<file path="config.mk">
export PLATFORM = sky130hd
export DESIGN_NAME = bit_stream_realigning_copy
export DESIGN_NICKNAME = d
export VERILOG_FILES = /design/src/design/bsrc_pkg.sv /design/src/design/bsrc_core.sv /design/src/design/bsrc_ofifo.sv /design/src/design/bit_stream_realigning_copy.sv
export VERILOG_INCLUDE_DIRS = /design/src /design/src/design
export SDC_FILE = /design/constraint.sdc
export NUM_CORES = 1
export LEC_CHECK = 0
export BUFFER_PORTS_ARGS = -buffer_cell sky130_fd_sc_hd__buf_4
export CAP_MARGIN = 20
export CORE_ASPECT_RATIO = 1.4
export CORE_MARGIN = 5
export CORE_UTILIZATION = 35
export DETAILED_ROUTE_END_ITERATION = 8
export SLEW_MARGIN = 20
export SYNTH_ARGS = -nofsm -noshare
export SYNTH_HDL_FRONTEND = slang
export SYNTH_SLANG_ARGS = --single-unit
export TNS_END_PERCENT = 1
</file>
<file path="constraint.sdc">
create_clock -name clk -period 7.4 [get_ports clk]
set_clock_uncertainty 0.05 [all_clocks]
set_input_delay 0.74 -clock clk [delete_from_list [all_inputs] [get_ports clk]]
set_output_delay 0.74 -clock clk [all_outputs]
set_load 0.05 [all_outputs]
</file>
<file path="src/design/bit_stream_realigning_copy_assert.svh">
`ifndef BIT_STREAM_REALIGNING_COPY_ASSERT_SVH
`define BIT_STREAM_REALIGNING_COPY_ASSERT_SVH

// Condition holds on every clock edge outside reset.
`define BSRC_ASSERT_HOLDS(lbl, ck, rn, prop) \
  lbl: assert property (@(posedge ck) disable iff (!rn) (prop)) \
    else $error("assertion failed");

// Trigger in one cycle implies the outcome in the next.
`define BSRC_ASSERT_NEXT(lbl, ck, rn, trig, outcome) \
  lbl: assert property (@(posedge ck) disable iff (!rn) (trig) |=> (outcome)) \
    else $error("assertion failed");

`endif

</file>
<file path="src/design/bsrc_pkg.sv">
package bsrc_pkg;

  localparam int WORD_BITS_DEF = 32;
  localparam int OFS_W         = 5;
  localparam int BCNT_W        = 20;
  localparam int REM_W         = 22;
  localparam int CFG_IDX_W     = 2;
  localparam int OFIFO_DEPTH   = 4;

  typedef enum logic [CFG_IDX_W-1:0] {
    CFG_SRC_OFS = 2'd0,
    CFG_DST_OFS = 2'd1,
    CFG_BIT_CNT = 2'd2
  } cfg_reg_t;

  // Result words produced by one source transaction.
  typedef struct packed {
    logic first;
    logic second;
    logic last_first;
    logic last_second;
  } bsrc_push_t;

  // Offset modulo word size, by repeated subtraction.
  function automatic logic [OFS_W-1:0] ofs_wrap(input logic [OFS_W-1:0] v,
                                                input int unsigned wb);
    logic [OFS_W:0] r;
    r = {1'b0, v};
    for (int s = 0; s < 4; s++) begin
      if (r >= (OFS_W+1)'(wb)) begin
        r = r - (OFS_W+1)'(wb);
      end
    end
    return r[OFS_W-1:0];
  endfunction

endpackage

</file>
<file path="src/design/bsrc_core.sv">
`include "bit_stream_realigning_copy_assert.svh"

module bsrc_core import bsrc_pkg::*; #(
  parameter int WORD_BITS = WORD_BITS_DEF
) (
  input  logic                 clk,
  input  logic                 rst_n,
  input  logic                 cfg_we,
  input  logic [CFG_IDX_W-1:0] cfg_index,
  input  logic [BCNT_W-1:0]    cfg_wdata,
  input  logic                 in_valid,
  input  logic                 space,
  input  logic [WORD_BITS-1:0] in_src_word,
  output logic                 in_ready,
  output bsrc_push_t           push,
  output logic [WORD_BITS-1:0] data0,
  output logic [WORD_BITS-1:0] mask0,
  output logic [WORD_BITS-1:0] data1,
  output logic [WORD_BITS-1:0] mask1
);

  localparam int SH_W  = $clog2(WORD_BITS + 1);
  localparam int VEC_W = 4 * WORD_BITS;
  localparam int OFF_W = $clog2(VEC_W) + 1;
  localparam logic signed [REM_W-1:0] WS = REM_W'(WORD_BITS);
  localparam logic [WORD_BITS-1:0] ONES = '1;

  logic [OFS_W-1:0]  so_r, so_nxt, do_r, do_nxt;
  logic [BCNT_W-1:0] cnt_r, cnt_nxt;
  logic              fresh_r, fresh_nxt, head_r, head_nxt;
  logic [1:0]        rel_r, rel_nxt;
  logic signed [REM_W-1:0] rem_r, rem_nxt, srem_r, srem_nxt;
  logic [WORD_BITS-1:0] held_r, held_nxt;

  logic fire, restart, has_cnt, dpos, src_last, cfg_hit, final_push;
  logic final1, final2, ready1, ready2, head_e;
  logic [1:0] rel_e, n_out;
  logic signed [REM_W-1:0] dend, sstart, rem_e, srem_e, rem2, rem_step;
  logic [SH_W-1:0] start1, end1, end2;
  logic [OFF_W-1:0] off1, off2;
  logic [VEC_W-1:0] vec, sh1, sh2;

  assign in_ready = space && !cfg_we;
  assign fire     = in_valid && in_ready;
  assign has_cnt  = cnt_r != '0;
  assign restart  = fresh_r || rem_r[REM_W-1] || (rem_r == '0);
  assign dend     = REM_W'(do_r) + REM_W'(cnt_r);
  assign sstart   = REM_W'(so_r) + REM_W'(cnt_r);
  assign rel_e    = restart ? 2'd1 : rel_r;
  assign rem_e    = restart ? dend : rem_r;
  assign srem_e   = restart ? sstart : srem_r;
  assign head_e   = restart || head_r;
  assign dpos     = so_r > do_r;
  assign src_last = srem_e <= WS;

  assign final1 = rem_e <= WS;
  assign ready1 = final1 ? src_last : (dpos ? (rel_e == 2'd0) : (rel_e <= 2'd1));
  assign rem2   = rem_e - WS;
  assign final2 = rem2 <= WS;
  assign ready2 = ready1 && !final1 &&
                  (final2 ? src_last : (!dpos && (rel_e == 2'd0)));
  assign n_out  = 2'(ready1) + 2'(ready2);

  assign start1 = head_e ? SH_W'(do_r) : '0;
  assign end1   = final1 ? SH_W'(rem_e) : SH_W'(WORD_BITS);
  assign end2   = final2 ? SH_W'(rem2) : SH_W'(WORD_BITS);
  assign mask0  = (ONES >> start1) & ~(ONES >> end1);
  assign mask1  = ~(ONES >> end2);

  assign off1 = OFF_W'(rel_e) * OFF_W'(WORD_BITS) + OFF_W'(WORD_BITS)
              + OFF_W'(so_r) - OFF_W'(do_r);
  assign off2 = off1 + OFF_W'(WORD_BITS);
  assign vec  = {{WORD_BITS{1'b0}}, held_r, in_src_word, {WORD_BITS{1'b0}}};
  assign sh1  = vec << off1;
  assign sh2  = vec << off2;
  assign data0 = sh1[VEC_W-1 -: WORD_BITS] & mask0;
  assign data1 = sh2[VEC_W-1 -: WORD_BITS] & mask1;

  assign cfg_hit    = cfg_we && (cfg_index == CFG_SRC_OFS || cfg_index == CFG_DST_OFS ||
                                 cfg_index == CFG_BIT_CNT);
  assign final_push = (push.first && push.last_first) || (push.second && push.last_second);

  always_comb begin
    push.first       = fire && has_cnt && ready1;
    push.second      = fire && has_cnt && ready2;
    push.last_first  = final1;
    push.last_second = final2;
  end

  always_comb begin
    so_nxt    = so_r;
    do_nxt    = do_r;
    cnt_nxt   = cnt_r;
    fresh_nxt = fresh_r;
    head_nxt  = head_r;
    rel_nxt   = rel_r;
    rem_nxt   = rem_r;
    srem_nxt  = srem_r;
    held_nxt  = held_r;
    case (n_out)
      2'd2:    rem_step = WS + WS;
      2'd1:    rem_step = WS;
      default: rem_step = '0;
    endcase
    if (cfg_we) begin
      case (cfg_index)
        CFG_SRC_OFS: begin
          so_nxt    = ofs_wrap(cfg_wdata[OFS_W-1:0], WORD_BITS);
          fresh_nxt = 1'b1;
        end
        CFG_DST_OFS: begin
          do_nxt    = ofs_wrap(cfg_wdata[OFS_W-1:0], WORD_BITS);
          fresh_nxt = 1'b1;
        end
        CFG_BIT_CNT: begin
          cnt_nxt   = cfg_wdata;
          fresh_nxt = 1'b1;
        end
        default: begin
        end
      endcase
    end else if (fire && has_cnt) begin
      held_nxt  = in_src_word;
      rel_nxt   = 2'({1'b0, rel_e} + {1'b0, n_out} - 3'd1);
      rem_nxt   = rem_e - rem_step;
      srem_nxt  = srem_e - WS;
      head_nxt  = head_e && !ready1;
      fresh_nxt = 1'b0;
    end
  end

  always_ff @(posedge clk) begin
    if (!rst_n) begin
      so_r    <= '0;
      do_r    <= '0;
      cnt_r   <= BCNT_W'(1);
      fresh_r <= 1'b1;
      head_r  <= 1'b1;
      rel_r   <= 2'd1;
      rem_r   <= '0;
      srem_r  <= '0;
    end else begin
      so_r    <= so_nxt;
      do_r    <= do_nxt;
      cnt_r   <= cnt_nxt;
      fresh_r <= fresh_nxt;
      head_r  <= head_nxt;
      rel_r   <= rel_nxt;
      rem_r   <= rem_nxt;
      srem_r  <= srem_nxt;
    end
  end

  always_ff @(posedge clk) begin
    held_r <= held_nxt;
  end

  `BSRC_ASSERT_NEXT(a_cfg_restart, clk, rst_n, cfg_hit, fresh_r)
  `BSRC_ASSERT_NEXT(a_final_ends, clk, rst_n, final_push, rem_r[REM_W-1] || rem_r == '0)
  `BSRC_ASSERT_HOLDS(a_second_follows, clk, rst_n, !push.second || (push.first && !push.last_first))

endmodule

</file>
<file path="src/design/bsrc_ofifo.sv">
`include "bit_stream_realigning_copy_assert.svh"

module bsrc_ofifo import bsrc_pkg::*; #(
  parameter int WORD_BITS = WORD_BITS_DEF
) (
  input  logic                 clk,
  input  logic                 rst_n,
  input  bsrc_push_t           push,
  input  logic [WORD_BITS-1:0] data0,
  input  logic [WORD_BITS-1:0] mask0,
  input  logic [WORD_BITS-1:0] data1,
  input  logic [WORD_BITS-1:0] mask1,
  input  logic                 out_ready,
  output logic                 space,
  output logic                 out_valid,
  output logic [WORD_BITS-1:0] out_dst_word,
  output logic [WORD_BITS-1:0] out_write_mask,
  output logic                 out_last_word
);

  localparam int DEPTH = OFIFO_DEPTH;
  localparam int PTR_W = $clog2(DEPTH);
  localparam int FC_W  = $clog2(DEPTH + 1);

  logic [WORD_BITS-1:0] dat_r [DEPTH];
  logic [WORD_BITS-1:0] msk_r [DEPTH];
  logic                 lst_r [DEPTH];

  logic [PTR_W-1:0] wr_ptr_r, wr_ptr_nxt, rd_ptr_r, rd_ptr_nxt, wr_ptr1;
  logic [FC_W-1:0]  cnt_r, cnt_nxt;
  logic             pop;

  assign space     = cnt_r <= FC_W'(DEPTH - 2);
  assign out_valid = cnt_r != '0;
  assign pop       = out_valid && out_ready;
  assign wr_ptr1   = wr_ptr_r + PTR_W'(1);

  assign out_dst_word   = dat_r[rd_ptr_r];
  assign out_write_mask = msk_r[rd_ptr_r];
  assign out_last_word  = lst_r[rd_ptr_r];

  always_comb begin
    cnt_nxt    = cnt_r + FC_W'(push.first) + FC_W'(push.second) - FC_W'(pop);
    wr_ptr_nxt = wr_ptr_r + PTR_W'(push.first) + PTR_W'(push.second);
    rd_ptr_nxt = rd_ptr_r + PTR_W'(pop);
  end

  always_ff @(posedge clk) begin
    if (!rst_n) begin
      cnt_r    <= '0;
      wr_ptr_r <= '0;
      rd_ptr_r <= '0;
    end else begin
      cnt_r    <= cnt_nxt;
      wr_ptr_r <= wr_ptr_nxt;
      rd_ptr_r <= rd_ptr_nxt;
    end
  end

  always_ff @(posedge clk) begin
    if (push.first) begin
      dat_r[wr_ptr_r] <= data0;
      msk_r[wr_ptr_r] <= mask0;
      lst_r[wr_ptr_r] <= push.last_first;
    end
    if (push.second) begin
      dat_r[wr_ptr1] <= data1;
      msk_r[wr_ptr1] <= mask1;
      lst_r[wr_ptr1] <= push.last_second;
    end
  end

  `BSRC_ASSERT_HOLDS(a_cnt_bound, clk, rst_n, cnt_r <= FC_W'(DEPTH))
  `BSRC_ASSERT_HOLDS(a_pair_order, clk, rst_n, !push.second || push.first)
  `BSRC_ASSERT_NEXT(a_drain, clk, rst_n, pop && !push.first, cnt_r == $past(cnt_r) - FC_W'(1))

endmodule

</file>
<file path="src/design/bit_stream_realigning_copy.sv">
// Channel   Dir  Handshake              Payload
// in_       in   in_valid / in_ready    in_src_word
// out_      out  out_valid / out_ready  out_dst_word, out_write_mask, out_last_word
// cfg_      in   cfg_we                 cfg_index, cfg_wdata
//
// One source transaction per cycle while in_ready is high; each gives zero, one or two result words.
// Results enter a 4-entry queue at the accepting edge; out_valid rises in the cycle after.
// in_ready drops while more than two results are queued, and while cfg_we is high.
// Reset is synchronous; a register write restarts the transfer.
// Output stalls only back up the input through the queue.

module bit_stream_realigning_copy import bsrc_pkg::*; #(
  parameter int WORD_BITS = WORD_BITS_DEF
) (
  input  logic                 clk,
  input  logic                 rst_n,
  input  logic                 cfg_we,
  input  logic [CFG_IDX_W-1:0] cfg_index,
  input  logic [BCNT_W-1:0]    cfg_wdata,
  input  logic                 in_valid,
  output logic                 in_ready,
  input  logic [WORD_BITS-1:0] in_src_word,
  output logic                 out_valid,
  input  logic                 out_ready,
  output logic [WORD_BITS-1:0] out_dst_word,
  output logic [WORD_BITS-1:0] out_write_mask,
  output logic                 out_last_word
);

  bsrc_push_t           push;
  logic                 space;
  logic [WORD_BITS-1:0] data0, mask0, data1, mask1;

  bsrc_core #(.WORD_BITS(WORD_BITS)) u_core (
    .clk         (clk),
    .rst_n       (rst_n),
    .cfg_we      (cfg_we),
    .cfg_index   (cfg_index),
    .cfg_wdata   (cfg_wdata),
    .in_valid    (in_valid),
    .space       (space),
    .in_src_word (in_src_word),
    .in_ready    (in_ready),
    .push        (push),
    .data0       (data0),
    .mask0       (mask0),
    .data1       (data1),
    .mask1       (mask1)
  );

  bsrc_ofifo #(.WORD_BITS(WORD_BITS)) u_ofifo (
    .clk            (clk),
    .rst_n          (rst_n),
    .push           (push),
    .data0          (data0),
    .mask0          (mask0),
    .data1          (data1),
    .mask1          (mask1),
    .out_ready      (out_ready),
    .space          (space),
    .out_valid      (out_valid),
    .out_dst_word   (out_dst_word),
    .out_write_mask (out_write_mask),
    .out_last_word  (out_last_word)
  );

endmodule
</file>
==> impl_metrics.yaml <==
logic_synthesis:
  yosys_warnings: 0
  synth-edff-count: 292
  yosys-top-cells-area: "edfxtp_1, mux4_2, mux2i_1, dfxtp_1, nand2_1"
  async_reset_ff_share_pct: 0
  ys_seq_area_share_pct: 39.39
  synth_area_per_cell_um2: 9.878
  netlist_instances: 2691
  synth_cell_types: 96
  ys.flop_type: "edfxtp_1"
  synth_largest_area_cell: "edfxtp_1"
  ys_ff_latch: 377
  synth_area_mm2: 0.02658
  synth_nets: 2790
  synth_top_area_share_pct: 32.99
drt:
  drtIter0Drc: 2085
  finalWirelength_um: 89190
  via_per_inst: 5.886
  via_count: 21831
  drt_pre_antenna_iters: 6
  wire_per_inst_um: 24.05
  drc: 0
  ant_nets: 0
global_route:
  grt_max_degree: 92
  grt_pass1_vias: 21152
  track_usage_pct: 21.07
  grt_first_pass_wirelength_um: 134500
  antenna_found_initial: 0
  gr-total-overflow: 0
sta:
  rsz0062_at_grt: "false"
  finalSetupViolations: 0
  hold_viol: 0
  tightest_slew_ps: 1192
  layout_min_cycle_time_ps: 6683
  hold-worst-slack_ps: 308.8
  fin_crit_sh_pct: 90.32
  fmaxAchievable_mhz: 149.6
  relSlewSlack_pct: 20.33
  drv_slew: 0
cts:
  cts_made_buffers: 39
  cts_buffer_depth: 3
  tritoncts: "done"
  post_cts_buffers: 0
  cts.sinks: 377
  cts.repair.resized: 0
  h-tree-depth: 2
  ctsHoldBuffers: 0
  path_clk_slew_ps: 80
  clockRootBuffer: "clkbuf_16"
  clk_latency_ps: 590
layout:
  areaGrowthSynthToFinish_pct: 11.94
  drive_gt1_share_pct: 18.35
  final_area_mm2: 0.02975
  n_antenna_cell: 0
  fin_nets: 2816
  fillers: 7451
worst_setup_path:
  critPathCaptureType: "flop"
  critPathLaunchType: "flop"
  cp_common_cell: "ha_1"
  r2r_slack_ps: 720
  critPathSlowestCell: "nor4bb_1"
  arrival_ps: 7110
  crit_fanout: 11
  critPathBufInv: 3
  max_stage_delay_ps: 600
  crit_type: "reg2reg"
  required_ps: 7830
  crit_family: "simple AND/OR/NAND/NOR gates"
power:
  p_leak_nw: 10.73
  p_per_area_mw_per_mm2: 325.0
  finalPower_mw: 9.671
  irDropWorstVdd_uv: 164.3
die:
  core_area_mm2: 0.07534
  start_util_pct: 35.28
  die_area_mm2: 0.08164
  fp.dieW_um: 242.9
  die_y_um: 336.1
  row_count: 119
  ios: 126
run_status:
  status: "finished, final reports clean"
place:
  hpwl_um: 65780
  place_area_mm2: 0.02855
  gp_congestion: 0.9752
  portBuffers: 125
run:
  cap_violations: 0
worst_hold_path:
  hp-class: "in2reg"
==> cell usage after synthesis, types with 23 or more instances <==
| cell | n |
|---|---|
| nor2_1 | 288 |
| mux4_2 | 119 |
| mux2i_1 | 202 |
| clkbuf_1 | 139 |
| nor3_1 | 70 |
| dfxtp_1 | 85 |
| and2_1 | 33 |
| ha_1 | 31 |
| and3_1 | 24 |
| o21ai_0 | 184 |
| a31oi_1 | 51 |
| nand2_1 | 369 |
| xnor2_1 | 37 |
| inv_1 | 34 |
| a21oi_1 | 129 |
| nand3_1 | 58 |
| buf_1 | 28 |
| edfxtp_1 | 292 |
| mux2_2 | 63 |
| mux2_4 | 23 |
| a211oi_1 | 44 |
==> final timing paths <==
kind / end / start / cells after the start
setup reg to reg: u_core.rem_r[20] / u_core.do_r[0] / 26
setup / recovery: u_core.rem_r[20] / u_core.do_r[0] / 26
hold / removal: u_core.held_r[24] / in_src_word[24] / 1
hold reg to reg: u_core.srem_r[20] / u_core.srem_r[20] / 2
==> layer usage <==
layer  global-route usage (%)  part of all wire [%]  wire [um]
met2                    35.15                    48      42440
met4                    10.94                   6.2       5559
met1                    26.92                    40      35930
met3                    2.791                   5.9       5266
met5                        0                     0          0
==> logic make-up after synthesis <==
family | share of synthesized area [%]
compound gates | 13.73
xor+xnor | 1.911
fa+ha+maj | 2.137
buf+inv | 4.208
flops | 39.39
mux | 22.17
simple gates | 16.47
==> power by group <==
group | switching, mW | total (mW) | internal, mW
clock network | 0.874 | 1.94 | 1.07
registers | 0.171 | 2.82 | 2.65
logic | 3.18 | 4.91 | 1.73
==> cells in the final DEF, fill, tap and decap left out, types with 63 or more instances in the layout <==
master	Yosys	final
nor3_1	70	70
mux2i_1	202	202
mux2_2	63	63
buf_4	5	185
mux4_2	119	119
edfxtp_1	292	292
o21ai_0	184	183
nor2_1	288	287
dfxtp_1	85	83
nand2_1	369	369
a21oi_1	129	129
==> flip-flops by register name, summed over array words and instances (netlist names) <==
register          cells
u_core.cnt_r         20
u_core.do_r           5
u_core.fresh_r        1
u_core.head_r         1
u_core.held_r        32
u_core.rel_r          2
u_core.rem_r         22
u_core.so_r           5
u_core.srem_r        22
u_ofifo.cnt_r         3
u_ofifo.dat_r       128
u_ofifo.lst_r         4
u_ofifo.msk_r       128
u_ofifo.rd_ptr_r      2
u_ofifo.wr_ptr_r      2
==> metrics by stage <==
stage	cells	TNS (ps)	utilization, %	setup slack [ps]
after detailed placement	3644	0	37.90	803.0
after global placement	3644	0	37.90	902.9
after global routing	3709	0	39.49	81.32
after CTS	3709	0	39.49	801.6
final	3709	0	39.49	716.6
after floorplan	2691	-16720	-	-257.2
==> cell type report <==
type	instances	area (um2)	share of cell area, %
clock inverter	13	158.9	0.5340
sequential	377	10480	35.21
tap	968	1211	4.070
inverter	38	142.6	0.4794
timing repair buffer	194	1569	5.273
clock buffer	52	1045	3.511
multi-input combinational	2067	15150	50.92
No activity file was read; power rests on OpenSTA's default activity.
